==> config.mk <==
export PLATFORM = sky130hd
export DESIGN_NAME = srs_ctrl
export DESIGN_NICKNAME = d
export VERILOG_FILES = /design/src/rtl/srs_pkg.sv /design/src/rtl/srs_ctrl.sv
export SDC_FILE = /design/constraint.sdc
export NUM_CORES = 1
export LEC_CHECK = 0
export ABC_AREA = 1
export BUFFER_PORTS_ARGS = -buffer_cell sky130_fd_sc_hd__buf_4
export CORE_MARGIN = 3
export CORE_UTILIZATION = 45
export CTS_CLUSTER_DIAMETER = 80
export DETAILED_ROUTE_END_ITERATION = 8
export PLACE_DENSITY = 0.8
export SKIP_CTS_REPAIR_TIMING = 1
export SLEW_MARGIN = 10
export SYNTH_ARGS = -nofsm -noshare
export SYNTH_HDL_FRONTEND = slang
export SYNTH_SLANG_ARGS = --single-unit
==> constraint.sdc <==
create_clock -name clk -period 2.2 [get_ports clk]
set_input_delay 0.22 -clock clk [delete_from_list [all_inputs] [get_ports clk]]
set_output_delay 0.22 -clock clk [all_outputs]
set_load 0.05 [all_outputs]
==> src/rtl/srs_pkg.sv <==
// Shared types and constants of the scaled roulette selection block.
`default_nettype none
package srs_pkg;

	localparam int unsigned POP_MAX = 64;
	localparam int unsigned IDX_W   = 6;
	localparam int unsigned FIT_W   = 32;
	localparam int unsigned SUM_W   = 38;
	localparam int unsigned TOT_W   = 40;
	localparam int unsigned DVD_W   = 56;
	localparam int unsigned DVS_W   = 32;

	localparam logic [1:0] OP_LOAD   = 2'd0;
	localparam logic [1:0] OP_SCALE  = 2'd1;
	localparam logic [1:0] OP_SELECT = 2'd2;
	localparam logic [1:0] OP_UNUSED = 2'd3;

	localparam logic [1:0] ST_OK    = 2'd0;
	localparam logic [1:0] ST_EQUAL = 2'd1;
	localparam logic [1:0] ST_RANGE = 2'd2;

	localparam logic CFG_POP = 1'b0;
	localparam logic CFG_LAM = 1'b1;

	typedef enum logic [4:0] {
		S_IDLE, S_LOAD,
		S_SCAN_RD, S_SCAN_ACC, S_SCAN_END, S_MEAN_WAIT,
		S_COEF_AB, S_COEF_MUL, S_COEF_SEL,
		S_SC_RD, S_SC_SUB, S_SC_MUL, S_SC_DIV, S_SC_WAIT, S_SC_WR, S_SC_END,
		S_SEL_MUL, S_SEL_RD, S_SEL_ACC,
		S_RESP
	} state_t;

	typedef struct packed {
		logic latch;
		logic idx_clr;
		logic idx_inc;
		logic rd_en;
		logic load_wr;
		logic scan_acc;
		logic div_mean;
		logic mean_ld;
		logic coef_ab;
		logic coef_mul;
		logic coef_sel;
		logic sc_sub;
		logic sc_mul;
		logic div_elem;
		logic sc_wr;
		logic tot_ld;
		logic st_eq;
		logic sel_init;
		logic sel_acc;
	} cmd_t;

	typedef struct packed {
		logic last;
		logic all_eq;
		logic div_done;
		logic sel_hit;
	} stat_t;

endpackage
`default_nettype wire

==> src/rtl/srs_ctrl.sv <==
// Controller state machine sequencing load, scale and select requests.
`default_nettype none
module srs_ctrl (
	input  wire logic           clk,
	input  wire logic           arst_n,
	input  wire logic           start,
	input  wire logic [1:0]     op,
	input  wire srs_pkg::stat_t stat,
	output srs_pkg::cmd_t       cmd,
	output logic                busy,
	output logic                done
);
	srs_pkg::state_t state_q, state_d;

	// hold the state
	always_ff @(posedge clk or negedge arst_n) begin
		if (!arst_n) begin
			state_q <= srs_pkg::S_IDLE;
		end else begin
			state_q <= state_d;
		end
	end

	// next state
	always_comb begin
		state_d = state_q;
		unique case (state_q)
			srs_pkg::S_IDLE: begin
				if (start) begin
					case (op)
						srs_pkg::OP_LOAD:   state_d = srs_pkg::S_LOAD;
						srs_pkg::OP_SCALE:  state_d = srs_pkg::S_SCAN_RD;
						srs_pkg::OP_SELECT: state_d = srs_pkg::S_SEL_MUL;
						default:            state_d = srs_pkg::S_RESP;
					endcase
				end
			end
			srs_pkg::S_LOAD:     state_d = srs_pkg::S_RESP;
			srs_pkg::S_SCAN_RD:  state_d = srs_pkg::S_SCAN_ACC;
			srs_pkg::S_SCAN_ACC: state_d = stat.last ? srs_pkg::S_SCAN_END : srs_pkg::S_SCAN_RD;
			srs_pkg::S_SCAN_END: state_d = stat.all_eq ? srs_pkg::S_RESP : srs_pkg::S_MEAN_WAIT;
			srs_pkg::S_MEAN_WAIT: begin
				if (stat.div_done) begin
					state_d = srs_pkg::S_COEF_AB;
				end
			end
			srs_pkg::S_COEF_AB:  state_d = srs_pkg::S_COEF_MUL;
			srs_pkg::S_COEF_MUL: state_d = srs_pkg::S_COEF_SEL;
			srs_pkg::S_COEF_SEL: state_d = srs_pkg::S_SC_RD;
			srs_pkg::S_SC_RD:    state_d = srs_pkg::S_SC_SUB;
			srs_pkg::S_SC_SUB:   state_d = srs_pkg::S_SC_MUL;
			srs_pkg::S_SC_MUL:   state_d = srs_pkg::S_SC_DIV;
			srs_pkg::S_SC_DIV:   state_d = srs_pkg::S_SC_WAIT;
			srs_pkg::S_SC_WAIT: begin
				if (stat.div_done) begin
					state_d = srs_pkg::S_SC_WR;
				end
			end
			srs_pkg::S_SC_WR:    state_d = stat.last ? srs_pkg::S_SC_END : srs_pkg::S_SC_RD;
			srs_pkg::S_SC_END:   state_d = srs_pkg::S_RESP;
			srs_pkg::S_SEL_MUL:  state_d = srs_pkg::S_SEL_RD;
			srs_pkg::S_SEL_RD:   state_d = srs_pkg::S_SEL_ACC;
			srs_pkg::S_SEL_ACC: begin
				state_d = (stat.sel_hit || stat.last) ? srs_pkg::S_RESP : srs_pkg::S_SEL_RD;
			end
			srs_pkg::S_RESP:     state_d = srs_pkg::S_IDLE;
			default:             state_d = srs_pkg::S_IDLE;
		endcase
	end

	// datapath commands
	always_comb begin
		cmd  = '0;
		busy = (state_q != srs_pkg::S_IDLE);
		done = 1'b0;
		unique case (state_q)
			srs_pkg::S_IDLE: begin
				cmd.latch   = start;
				cmd.idx_clr = start;
			end
			srs_pkg::S_LOAD:     cmd.load_wr = 1'b1;
			srs_pkg::S_SCAN_RD:  cmd.rd_en = 1'b1;
			srs_pkg::S_SCAN_ACC: begin
				cmd.scan_acc = 1'b1;
				cmd.idx_inc  = !stat.last;
			end
			srs_pkg::S_SCAN_END: begin
				cmd.tot_ld   = stat.all_eq;
				cmd.st_eq    = stat.all_eq;
				cmd.div_mean = !stat.all_eq;
			end
			srs_pkg::S_MEAN_WAIT: cmd.mean_ld = stat.div_done;
			srs_pkg::S_COEF_AB:  cmd.coef_ab = 1'b1;
			srs_pkg::S_COEF_MUL: cmd.coef_mul = 1'b1;
			srs_pkg::S_COEF_SEL: begin
				cmd.coef_sel = 1'b1;
				cmd.idx_clr  = 1'b1;
			end
			srs_pkg::S_SC_RD:    cmd.rd_en = 1'b1;
			srs_pkg::S_SC_SUB:   cmd.sc_sub = 1'b1;
			srs_pkg::S_SC_MUL:   cmd.sc_mul = 1'b1;
			srs_pkg::S_SC_DIV:   cmd.div_elem = 1'b1;
			srs_pkg::S_SC_WAIT:  ;
			srs_pkg::S_SC_WR: begin
				cmd.sc_wr   = 1'b1;
				cmd.idx_inc = !stat.last;
			end
			srs_pkg::S_SC_END:   cmd.tot_ld = 1'b1;
			srs_pkg::S_SEL_MUL:  cmd.sel_init = 1'b1;
			srs_pkg::S_SEL_RD:   cmd.rd_en = 1'b1;
			srs_pkg::S_SEL_ACC: begin
				cmd.sel_acc = 1'b1;
				cmd.idx_inc = !(stat.sel_hit || stat.last);
			end
			srs_pkg::S_RESP:     done = 1'b1;
			default: ;
		endcase
	end
endmodule
`default_nettype wire
==> impl_metrics.tcl <==
set metrics [dict create \
    finalWeightedCongestion 0.867 \
    r2r-end "state_q[1]" \
    synthTopCellsByArea "dfrtp_1 (19%), nor2_1 (15%), nand2_1 (11%)" \
    antenna_found_initial 0 \
    ir_drop_v 0.000985 \
    drt_wl_total_um 1810 \
    drc_errors 0 \
    syn_area_per_cell_um2 5.80 \
    dpl.hpwl_um 1590 \
    rsz0062_at_grt "no" \
    io_pins 30 \
    finalHoldViolCount 0 \
    syn_nets 125 \
    synth-edff-count 0 \
    firstDrtPassIters 4 \
    slew_violations 0 \
    synthArstFlopShare_pct 100 \
    first_iter_violations 48 \
    crit_slowest_cell "dfrtp_1" \
    worstMarginPinSlew_ns 0.312 \
    rows 13 \
    io_buffers 29 \
    clk_latency_ns 0.24 \
    grt_start_max_net_pins 9 \
    setup_viol 0 \
    drv_cap 0 \
    synth_top_cells_by_count "nor2_1 (27), nand2_1 (20), inv_1 (19)" \
    holdPathStages 2 \
    cts_sinks 5 \
    syn_to_final_growth_pct 41.0 \
    yosys_warnings 0 \
    seq_area_frac_synth_pct 19.1 \
    arrival_ns 1.59 \
    clk_pin_slew_ns 0.05 \
    diodes 0 \
    ys_types 21 \
    min_to "state_q[2]" \
    htree_levels 1 \
    crit_type "flip-flop to output port" \
    ys_seq_elements 5 \
    fin_crit_ns 1.81 \
    reg_top3 "state_q: 5 flops" \
    fin_setup_tns_ns 0 \
    design.die.area_um2 1950 \
    synth_most_common_cell "nor2_1" \
    hp-class "input port to flip-flop" \
    maxSlewHeadroom_pct 79.0 \
    grt_pass1_vias 705 \
    start_util_pct 49.2 \
    max_clock_freq_mhz 552 \
    worst_path_largest_cell_delay_ns 0.47 \
    synth_area_um2 656 \
    final_nets 159 \
    clk_path_buf_depth 2 \
    route.vias.total 843 \
    die_width_um 44.2 \
    startpoint "state_q[3]" \
    r2r_start "state_q[1]" \
    pwr_density_cell_nw_per_um2 1540 \
    finalPower_mw 1.42 \
    routedWlPerCell_um 11.3 \
    hp-start "stat[2]" \
    ff2ff_setup_slack_ns 0.80 \
    fin_crit_sh_pct 82.4 \
    grt_pass1_wl_um 2940 \
    p_leak_nw 0.563 \
    root_buffer "clkbuf_4" \
    r2r_cells 8 \
    netlist_instances 113 \
    grtUsageTotal_pct 19.9 \
    grt_overflow_total 0 \
    yosysTopAreaCell "dfrtp_1" \
    cp_cell_sequence "nor2_4 -> nand2_1 -> inv_1 -> nand2_1 -> inv_1 -> nand2_1 -> o21ai_2 -> buf_4" \
    cts_tree "yes" \
    yosys_most_used_dff "dfrtp_1" \
    synth.top_cell.area_share_pct 19.1 \
    core_area_um2 1330 \
    largest_reg_flops 5 \
    postRouteAntennaNets 0 \
    start_kind "flip-flop" \
    crit_required_ns 1.98 \
    status "finished, final reports clean" \
    skew_ns 0.00195 \
    top_register "state_q" \
    worstPathMaxFanout 8 \
    crit_top_cell "nand2_1" \
    viasPerCell 5.24 \
    die_y_um 44.2 \
    layout-drive-gt1-share_pct 30.8 \
    cp-end-kind "output port" \
    dpl_cell_area_um2 887 \
    numCtsBuffers 3 \
    final_area_um2 925 \
]
==> cell families after synthesis <==
family / count (synthesis) / synth area share, %
compound gates: 14 / 12.6
buf+inv: 22 / 13.7
simple gates: 69 / 48.9
flops: 5 / 19.1
fa+ha+maj: 3 / 5.73
==> critical path, delay by kind of cell, from the launching register on <==
kind / cells / cell delay, ns
AOI/OAI and AO/OA: 1 / 0.05
buffers and inverters: 3 / 0.39
DFF: 1 / 0.47
and+or+nand+nor: 4 / 0.45
==> cells in the final DEF, fill, tap and decap left out, types with 2 or more instances in the layout <==
master	count
buf_4	29
nor2_1	26
nand2_1	20
inv_1	19
nand3_1	10
a21oi_1	7
dfrtp_1	5
nor2_4	3
nor2_2	3
nor3_1	3
ha_1	3
clkbuf_4	3
inv_2	2
nand3_2	2
==> worst max-delay path by stage <==
stage	end	slack, ns	cells past startpoint
after floorplan	cmd[17]	0.15	3
after global placement	cmd[3]	0.68	6
after detailed placement	cmd[16]	0.65	8
after CTS	cmd[16]	0.39	8
after global routing	cmd[16]	0.26	8
final	cmd[16]	0.39	8
==> power breakdown <==
group / internal (mW) / switching, mW / total, mW
clock: 0.0658 / 0.0392 / 0.105
combinational: 0.315 / 0.789 / 1.10
sequential: 0.139 / 0.0727 / 0.212
==> stage by stage <==
stage	util [%]	hold slack, ns	setup slack, ns	std cells
floorplan	-	-0.0756	0.147	113
global placement	66.5	0.0211	0.676	156
detailed placement	66.5	0.0245	0.653	156
CTS	68.6	-0.232	0.389	160
global route	69.3	0.264	0.256	161
finish	69.3	0.251	0.388	161
==> final cells by class <==
| type | instances | area (µm²) |
|---|---|---|
| Clock buffer | 3 | 22.5 |
| Inverter | 21 | 78.8 |
| Timing Repair Buffer | 30 | 228 |
| Sequential cell | 5 | 125 |
| Multi-Input combinational cell | 86 | 447 |
| Fill cell | 114 | 409 |
| Clock inverter | 1 | 5.00 |
| Tap cell | 15 | 18.8 |
==> routing by layer <==
metal / up-vias / GRT usage [%] / share of wire [%]
li1: 428 / - / -
met1: 359 / 27.0 / 40
met2: 52 / 31.1 / 48
met3: 4 / 2.85 / 9.9
met4: 0 / 9.04 / 1.2
met5: - / 0 / 0
(Power assumes the default switching activity.)
